==> src/rtl/shp_pkg.sv <==
// ----------------------------------------------------------------------------
// shp_pkg
// Shared types and constants for the signature hit predictor replacement block.
// ----------------------------------------------------------------------------
package shp_pkg;

	localparam int SET_IDX_W = 11;
	localparam int WAY_IN_W  = 4;
	localparam int PC_W      = 10;

	localparam int NUM_SETS_DEF    = 2048;
	localparam int NUM_WAYS_DEF    = 16;
	localparam int SIG_ENTRIES_DEF = 1024;

	localparam int AGE_BITS = 2;
	localparam int CTR_BITS = 2;

	localparam logic [AGE_BITS-1:0] AGE_MAX  = AGE_BITS'((1 << AGE_BITS) - 1);
	localparam logic [AGE_BITS-1:0] AGE_COLD = AGE_MAX - 1'b1;
	localparam logic [AGE_BITS-1:0] AGE_HOT  = '0;
	localparam logic [CTR_BITS-1:0] CTR_MAX  = CTR_BITS'((1 << CTR_BITS) - 1);
	localparam logic [CTR_BITS-1:0] CTR_INIT = CTR_BITS'(1);
	localparam logic [CTR_BITS-1:0] CTR_HOT  = CTR_BITS'((CTR_MAX + 1) / 2);

	typedef enum logic [1:0] {
		ST_CLEAR,
		ST_IDLE,
		ST_ROW,
		ST_TRAIN
	} state_t;

	typedef struct packed {
		logic clr_wr;
		logic capture;
		logic ctr_rd;
		logic row_commit;
		logic train_commit;
	} ctrl_t;

	typedef struct packed {
		logic clr_last;
		logic needs_train;
	} stat_t;

endpackage

==> src/rtl/shp_ctrl.sv <==
// ----------------------------------------------------------------------------
// shp_ctrl
// Sequencer for table clearing, row read-modify-write and counter training.
// ----------------------------------------------------------------------------
module shp_ctrl (
	input  logic           clk,
	input  logic           arst_n,
	input  logic           req_valid,
	output logic           req_ready,
	output logic           rsp_valid,
	input  logic           rsp_ready,
	input  shp_pkg::stat_t stat,
	output shp_pkg::ctrl_t ctrl
);

	shp_pkg::state_t state_q;
	shp_pkg::state_t state_d;
	logic            rsp_valid_q;
	logic            slot_free;
	logic            load;

	assign slot_free = !rsp_valid_q || rsp_ready;
	assign load      = ctrl.row_commit || ctrl.train_commit;
	assign rsp_valid = rsp_valid_q;

	always_ff @(posedge clk or negedge arst_n) begin
		if (!arst_n) begin
			state_q     <= shp_pkg::ST_CLEAR;
			rsp_valid_q <= 1'b0;
		end else begin
			state_q <= state_d;
			if (load) begin
				rsp_valid_q <= 1'b1;
			end else if (rsp_ready) begin
				rsp_valid_q <= 1'b0;
			end
		end
	end

	always_comb begin
		state_d   = state_q;
		ctrl      = '0;
		req_ready = 1'b0;
		unique case (state_q)
			shp_pkg::ST_CLEAR: begin
				ctrl.clr_wr = 1'b1;
				if (stat.clr_last) begin
					state_d = shp_pkg::ST_IDLE;
				end
			end
			shp_pkg::ST_IDLE: begin
				req_ready    = 1'b1;
				ctrl.capture = req_valid;
				if (req_valid) begin
					state_d = shp_pkg::ST_ROW;
				end
			end
			shp_pkg::ST_ROW: begin
				if (stat.needs_train) begin
					ctrl.ctr_rd = 1'b1;
					state_d     = shp_pkg::ST_TRAIN;
				end else if (slot_free) begin
					ctrl.row_commit = 1'b1;
					state_d         = shp_pkg::ST_IDLE;
				end
			end
			shp_pkg::ST_TRAIN: begin
				if (slot_free) begin
					ctrl.train_commit = 1'b1;
					state_d           = shp_pkg::ST_IDLE;
				end
			end
			default: begin
				state_d = shp_pkg::ST_IDLE;
			end
		endcase
	end

`ifndef SYNTHESIS
	a_capture_to_row: assert property (@(posedge clk) disable iff (!arst_n)
		ctrl.capture |=> state_q == shp_pkg::ST_ROW)
		else $error("accepted transaction did not move to row stage");

	a_train_after_row: assert property (@(posedge clk) disable iff (!arst_n)
		state_q == shp_pkg::ST_TRAIN |->
			($past(state_q) == shp_pkg::ST_ROW || $past(state_q) == shp_pkg::ST_TRAIN))
		else $error("training stage entered without a row read");

	a_load_slot_free: assert property (@(posedge clk) disable iff (!arst_n)
		load |-> slot_free)
		else $error("result loaded over an untaken transaction");

	a_no_accept_in_clear: assert property (@(posedge clk) disable iff (!arst_n)
		state_q == shp_pkg::ST_CLEAR |-> !req_ready)
		else $error("request accepted during clearing pass");
`endif

endmodule

==> config.mk <==
export PLATFORM = sky130hd
export DESIGN_NAME = shp_ctrl
export DESIGN_NICKNAME = d
export VERILOG_FILES = /design/src/rtl/shp_pkg.sv /design/src/rtl/shp_ctrl.sv
export SDC_FILE = /design/constraint.sdc
export NUM_CORES = 1
export LEC_CHECK = 0
export ABC_CLOCK_PERIOD_IN_PS = 1590
export BUFFER_PORTS_ARGS = -buffer_cell sky130_fd_sc_hd__buf_2
export CORE_AREA = 4 4 41 43
export DETAILED_ROUTE_END_ITERATION = 10
export DIE_AREA = 0 0 45 47
export HOLD_SLACK_MARGIN = 0.05
export SLEW_MARGIN = 10
export SYNTH_ARGS = -nofsm -noshare
export SYNTH_HDL_FRONTEND = slang
export SYNTH_SLANG_ARGS = --single-unit
export TNS_END_PERCENT = 50
==> constraint.sdc <==
create_clock -name clk -period 1.59 [get_ports clk]
set_input_delay 0.0795 -clock clk [delete_from_list [all_inputs] [get_ports clk]]
set_output_delay 0.0795 -clock clk [all_outputs]
set_load 0.03 [all_outputs]
==> results of run 1 <==
[area by class of cell]
class	instances	share of cell area (%)
multi-input cells	16	36.67
flip-flops and latches	3	25.00
repair buffers	13	23.33
clock buffers	4	8.750
well taps	15	6.250
[layout by cell type, fill, tap and decap left out]
| master | Yosys | final |
|---|---|---|
| buf_2 | 1 | 12 |
| nor2b_1 | 1 | 1 |
| o31ai_1 | 1 | 1 |
| dfrtp_1 | 3 | 3 |
| o21ai_1 | 2 | 2 |
| nor2_1 | 2 | 2 |
| and3b_2 | 1 | 1 |
| clkbuf_4 | 0 | 3 |
| a31oi_1 | 1 | 1 |
| clkbuf_1 | 0 | 1 |
| and4bb_1 | 1 | 1 |
| a21oi_1 | 1 | 1 |
| dlygate4sd3_1 | 0 | 1 |
| and3_1 | 1 | 1 |
| nand2_1 | 3 | 3 |
| nand2b_4 | 2 | 2 |
[power groups by stage]
| stage | clock [mW] | combinational [mW] | sequential (mW) |
|---|---|---|---|
| 2_1_floorplan | 0 | 0.315 | 0.165 |
| 3_3_place_gp | 0 | 0.355 | 0.185 |
| 3_5_place_dp | 0 | 0.357 | 0.189 |
| 4_1_cts | 0.142 | 0.360 | 0.189 |
| 5_1_grt | 0.145 | 0.375 | 0.203 |
| 6_report | 0.137 | 0.355 | 0.189 |
[metrics by stage]
step           power [mW]  area (µm²)  hold slack [ns]  setup WS, ns  util, %
2_1_floorplan      0.4802       201.4          -0.2161        0.5105        -
3_3_place_gp       0.5407       264.0          -0.1230        0.6216    20.29
3_5_place_dp       0.5458       264.0          -0.1225        0.6075    20.29
4_1_cts            0.6908       300.3           0.1298        0.3513    23.08
5_1_grt            0.7230       300.3           0.1590        0.2994    23.08
6_report           0.6803       300.3           0.1322        0.3610    23.08
[metal layers]
layer	vias to the layer above	track usage (%)	share of wire [%]
met3	2	1.916	9.6
met1	93	4.805	36
met2	9	8.757	50
met4	0	8.772	4.0
met5	-	0	0
li1	102	-	-
[worst reg2reg max path, delay by kind of cell, from the launching register on]
kind,cells,cell delay (ns)
DFF,1,0.45
AOI/OAI and AO/OA,2,0.35
[sequential cells by signal, indices dropped and copies added (netlist names)]
name       flops
rsp_valid      1
state_q        2
[logic make-up after synthesis]
family / Yosys count
flops: 3
simple gates: 11
compound gates: 5
buf+inv: 2
[cells in the mapped netlist, drive strengths merged]
cell type	count
dfrtp	3
and4bb	1
o21ai	2
o31ai	1
and3	1
nor2b	1
nand2	3
nor2	2
nand2b	2
buf	2
a21oi	1
a31oi	1
and3b	1
[worst paths after layout]
kind                                        startpoint                     end  cells past startpoint
min in group asynchronous                       arst_n  state_q[0]$_DFFE_PN0P_                      2
worst max register to register  state_q[0]$_DFFE_PN0P_  state_q[0]$_DFFE_PN0P_                      2
worst max-delay path            state_q[1]$_DFFE_PN0P_                 ctrl[1]                      2
worst min-delay path                           stat[1]  state_q[0]$_DFFE_PN0P_                      3
max in group asynchronous                       arst_n   rsp_valid$_DFFE_PN0P_                      2
worst min register to register   rsp_valid$_DFFE_PN0P_   rsp_valid$_DFFE_PN0P_                      2
[timing repair]
item,CTS,global route
hold buffers,1,0
endpoints found under the hold margin,3,0
gates resized for setup,0,0
==> key figures, run 1 <==
Worst setup path
  • CP max stage delay: 0.50 ns
  • Critical Path Source Type: flip-flop
  • Worst reg2reg setup slack: 0.66 ns
  • Worst Path Max Fanout: 11
  • Worst path bufs/invs: 1
  • Worst Path Arrival: roughly 1.2 ns
  • Critical-path top delay cell: dfrtp_1
  • Top delay family on crit path: flip-flops
  • Data required, critical path: 1.51 ns
  • CP Capture Type: output pin
  • Critical path type: reg2out
  • Cells along the critical path: and4bb_1, buf_2

Synth
  • Syn. warnings: 0
  • Largest family of logic cells by synthesized area: simple AND/OR/NAND/NOR gates
  • Synth Area in Compound Gates: ~14%
  • Synth top area cells: dfrtp_1 (37%), nand2b_4 (14%), and4bb_1 (6.2%)
  • Net Count, Synth: 27
  • Post-synthesis mux area share: 0%
  • Adder-cell share of the synthesized area: 0%
  • Post-synth top area share: between 30 and 40%
  • Cell variety after synth: 14
  • Area leader, netlist: dfrtp_1
  • Mapped Cells: 21
  • Register bit total from synthesis: 3
  • Synth Area per Inst: ~9.6 µm²
  • Mapped Area: between 200 and 250 µm²
  • Synth Area in XOR/XNOR: 0%
  • Simple-gate share of the synthesized area: between 40 and 50%
  • Sequential area share after synthesis: 37.27%

Die
  • Core Rows: 13
  • Core Area: ~1300 µm²
  • Die area: between 2000 and 2500 µm²
  • Die span in x: about 45 µm
  • Die Y: 47 µm
  • Io pins: 13
  • Initial Util: about 15%

Placement
  • Inst Count DP: 46
  • I/O Buffers: 12
  • Dpl hpwl: ~380 µm
  • Global placement routability congestion: 0.6499

Drt
  • Post-DRT Antenna Nets: 0
  • DRC viols: 0
  • Routed WL per cell: about 9.4 µm
  • Pre-antenna DRT Iters: 1
  • 1st-iter DRT viols: 0
  • DRT Wirelength: about 480 µm
  • Vias/cell: 4.039
  • Via count: between 200 and 250

STA
  • RSZ-0062 raised after global routing: false
  • TNS Setup: 0 ns
  • Actual slew at the worst max-slew pin: between 0.2 and 0.3 ns
  • Max-Slew Margin vs Limit: 80.30%
  • Slew Limit Fails: 0
  • Final setup viols: 0
  • Maximum clock frequency: ~0.81 GHz
  • Hold Vio Cnt, Final: 0
  • Final worst-path cycle share: between 70% and 80%
  • Min cycle time layout: 1.229 ns
  • Skew final: 0.003936 ns

Layout
  • Register area: 75.07 µm²
  • Post-route insts no fill: roughly 50
  • Area growth syn-to-layout: 49.07%
  • Layout cells sized above 1: about 50%
  • Ant. Diodes: 0
  • Filler cells: 150
  • Fin nets: 43
  • Footprint of the multi-input gates: 110.1 µm²

Global route
  • Largest net degree at the start of global routing: 12
  • Vias in the first global route: ~200
  • First-pass GRT wire length: around 770 µm
  • Remaining Overflow, GRT: 0
  • Initial antenna violation count: 0
  • All-layer global routing usage: between 5 and 6%

Clocking
  • Clock slew at reported path FFs: ~0.040 ns
  • Clk sinks: 3
  • Max H-tree Level: 1
  • TritonCTS Buffers: 3
  • Setup bufs post-CTS: 0
  • CTS tree: built
  • Worst skew pair latency: about 0.24 ns
  • CTS Root Cell: clkbuf_4
  • Clock buffer depth: 2

Pwr
  • Sw frac: about half
  • Pleak: approximately 0.17 nW
  • P per Cell Area: between 2000 and 2500 nW/µm²
  • Sw power: between 300 and 400 µW
  • Combinational Power Share: a little over half
  • Clk pwr share: roughly a fifth
  • Peak VDD IR: ~0.00035 V
  • Cell Int Power: between 300 and 400 µW
  • Reg power frac: between 20% and 30%

Outcome
  • Outcome: finished, final reports clean

Flow run
  • MaxCap Viol Count: 0

Hold path
  • Hold WC Path Type: in2reg
No activity file was read; power rests on OpenSTA's default activity.
==> run 2, diff against run 1 <==
--- a/config.mk
+++ b/config.mk
@@ -5,7 +5,7 @@
 export SDC_FILE = /design/constraint.sdc
 export NUM_CORES = 1
 export LEC_CHECK = 0
-export ABC_CLOCK_PERIOD_IN_PS = 1590
+export ABC_CLOCK_PERIOD_IN_PS = 1230
 export BUFFER_PORTS_ARGS = -buffer_cell sky130_fd_sc_hd__buf_2
 export CORE_AREA = 4 4 41 43
 export DETAILED_ROUTE_END_ITERATION = 10
==> constraint.sdc (replaced) <==
create_clock -name clk -period 1.23 [get_ports clk]
set_input_delay 0.0615 -clock clk [delete_from_list [all_inputs] [get_ports clk]]
set_output_delay 0.0615 -clock clk [all_outputs]
set_load 0.03 [all_outputs]
==> run 2 against run 1 <==
Net effect: die area unchanged; first-iteration DRC count is 1 higher; worst hold slack worse by 0.020 ns; sequential power rose by 33%; critical path depth is the same; sequential share of layout area rose by 0.41 points; setup slack got worse by 0.32 ns; global-route usage unchanged; critical path type unchanged; largest cell class unchanged.
==> key figures, run 2 (synthesis gave the netlist of run 1 again) <==
Outcome
  • Outcome: finished, final reports clean

Layout
  • Area growth syn-to-layout: 51.55%
  • Footprint of the multi-input gates: 110.1 µm² (unchanged)
  • Post-route insts no fill: 51 (unchanged)
  • Fin nets: 43 (unchanged)
  • Commonest cells after routing, fill and taps aside: buf_2 (11), clkbuf_4 (4), nand2_1 (3)
  • Register area: 77.57 µm² (+3.3%)
  • Post-route cell area: 305.3 µm² (+1.7%)
  • Filler cells: 150 (unchanged)
  • Most common cell after layout, fill and taps aside: buf_2
  • Reg with most FFs: state_q
  • Ant. Diodes: 0 (unchanged)
  • Max FFs per register: 2 (unchanged)
  • Layout cells sized above 1: 55.56% (+5.6 points)

Worst setup path
  • R2r worst-path depth: 2 (unchanged)
  • CP Capture Type: output pin
  • Worst reg2reg setup slack: 0.32 ns (-0.34 ns)
  • Reg2reg end: state_q[0]$_DFFE_PN0P_
  • Worst r2r src: state_q[0]$_DFFE_PN0P_
  • Critical path type: reg2out
  • Data required, critical path: 1.17 ns (-0.34 ns)
  • Worst Path Max Fanout: 10 (-1)
  • Worst Path Arrival: 1.12 ns (-0.03 ns)
  • Critical Path Source Type: flip-flop

Drt
  • DRC viols: 0 (unchanged)
  • DR WL met2: 241 µm (-0.41%)
  • Vias/cell: 4.000 (-0.97%)
  • DRT met1 WL: 191 µm (+11%)
  • Top layer in use: met4
  • Post-DRT Antenna Nets: 0 (unchanged)
  • Routed WL per cell: 9.784 µm (+3.7%)
  • 1st-iter DRT viols: 1 (+1)
  • Routed wl met3: 46 µm (unchanged)
  • Via count: 204 (-0.97%)
  • DRT Wirelength: 499 µm (+3.7%)
  • Pre-antenna DRT Iters: 4 (+3)

STA
  • RSZ-0062 raised after global routing: false
  • Skew final: 0.002955 ns (-0.0009802 ns)
  • Max-Slew Margin vs Limit: 88.26% (+8.0 points)
  • Final setup viols: 0 (unchanged)
  • Final worst-path cycle share: around 96%
  • Min cycle time layout: 1.185 ns
  • Actual slew at the worst max-slew pin: 0.1745 ns (-0.1210 ns)
  • TNS Setup: 0 ns (unchanged)
  • Hold Vio Cnt, Final: 0 (unchanged)
  • Slew Limit Fails: 0 (unchanged)
  • Maximum clock frequency: between 0.8 and 0.9 GHz

Clocking
  • Setup bufs post-CTS: 0 (unchanged)
  • Worst skew pair latency: 0.24 ns (about the same)
  • TritonCTS Buffers: 3 (unchanged)
  • Clk sinks: 3 (unchanged)
  • Clock slew at reported path FFs: 0.04 ns (about the same)
  • CTS Root Cell: clkbuf_4
  • Clock buffer depth: 2 (unchanged)
  • CTS tree: built
  • Max H-tree Level: 1 (unchanged)

Pwr
  • P per Cell Area: 2921 nW/µm² (+29%)
  • Pleak: 0.1634 nW (-1.5%)
  • Peak VDD IR: 0.0004513 V (+31%)

Placement
  • Inst Count DP: 46 (unchanged)
  • Placed Area: 264.0 µm² (unchanged)
  • I/O Buffers: 12 (unchanged)
  • Dpl hpwl: 376.1 µm (unchanged)
  • Global placement routability congestion: 0.6498 (about the same)

Die
  • Initial Util: 15.48% (unchanged)
  • Core Area: 1301 µm² (unchanged)
  • Die Y: 47 µm (unchanged)
  • Die span in x: 45 µm (unchanged)
  • Die area: 2115 µm² (unchanged)
  • Core Rows: 13 (unchanged)
  • Io pins: 13 (unchanged)

Hold path
  • HP Start: stat[1]
  • Hold Path Sink: state_q[0]$_DFFE_PN0P_
  • Hold Path Depth: 3 (unchanged)
  • Hold WC Path Type: in2reg

Global route
  • Vias in the first global route: 199 (unchanged)
  • Remaining Overflow, GRT: 0 (unchanged)
  • Initial antenna violation count: 0 (unchanged)
  • Largest net degree at the start of global routing: 12 (unchanged)
  • First-pass GRT wire length: 765 µm (unchanged)
  • All-layer global routing usage: 5.701% (unchanged)

Flow run
  • MaxCap Viol Count: 0 (unchanged)
==> run 2: per-layer routing <==
metal  GRT usage [%]  vias to the layer above
met4           8.772                        0
met2           8.757                        9
met1           4.805                       91
met5               0                        -
li1                -                      102
met3           1.916                        2
==> run 2: per-stage QoR <==
| step | setup slack [ns] | util (%) | total power [mW] | hold slack (ns) |
|---|---|---|---|---|
| global route | 0.003900 | 23.46 | 0.9464 | 0.1416 |
| floorplan | 0.1685 | - | 0.6208 | -0.2341 |
| detailed placement | 0.2655 | 20.29 | 0.7055 | -0.1405 |
| CTS | 0.009316 | 23.08 | 0.8930 | 0.1118 |
| finish | 0.04512 | 23.46 | 0.8917 | 0.1121 |
| global placement | 0.2796 | 20.29 | 0.6990 | -0.1410 |
==> run 2: worst max path at each step <==
stage | startpoint | to | slack, ns | cells after the start
after floorplan | rsp_valid$_DFFE_PN0P_ | ctrl[1] | 0.17 | 2
after global placement | state_q[0]$_DFFE_PN0P_ | ctrl[1] | 0.28 | 2
after detailed placement | state_q[1]$_DFFE_PN0P_ | ctrl[1] | 0.27 | 2
after CTS | state_q[1]$_DFFE_PN0P_ | ctrl[1] | 0.009 | 2
after global routing | state_q[0]$_DFFE_PN0P_ | ctrl[1] | 0.004 | 2
final | state_q[0]$_DFFE_PN0P_ | ctrl[1] | 0.05 | 2
==> run 2: cell type report <==
type                            instances  area share (%)
Clock buffer                            4           8.607
Multi-Input combinational cell         16           36.07
Sequential cell                         3           25.41
Tap cell                               15           6.148
Timing Repair Buffer                   13           23.77
==> run 2: critical path, cell delays in order, from the launching register on <==
cell and delay (ns):
dfrtp_2 0.45, and4bb_1 0.26, clkbuf_4 0.18
==> run 2: power breakdown <==
part	internal [mW]	switching [mW]	leakage (nW)
clock	0.122	0.0564	0.0150
combinational	0.172	0.290	0.116
sequential	0.157	0.0938	0.0326
total	0.452	0.440	0.163
==> run 2: timing repair <==
action / 4_1_cts / 5_1_grt
endpoints found under the hold margin: 3 / 0
setup endpoints to repair: 0 / 4
hold buffers: 1 / 0
resized for setup: 0 / 3
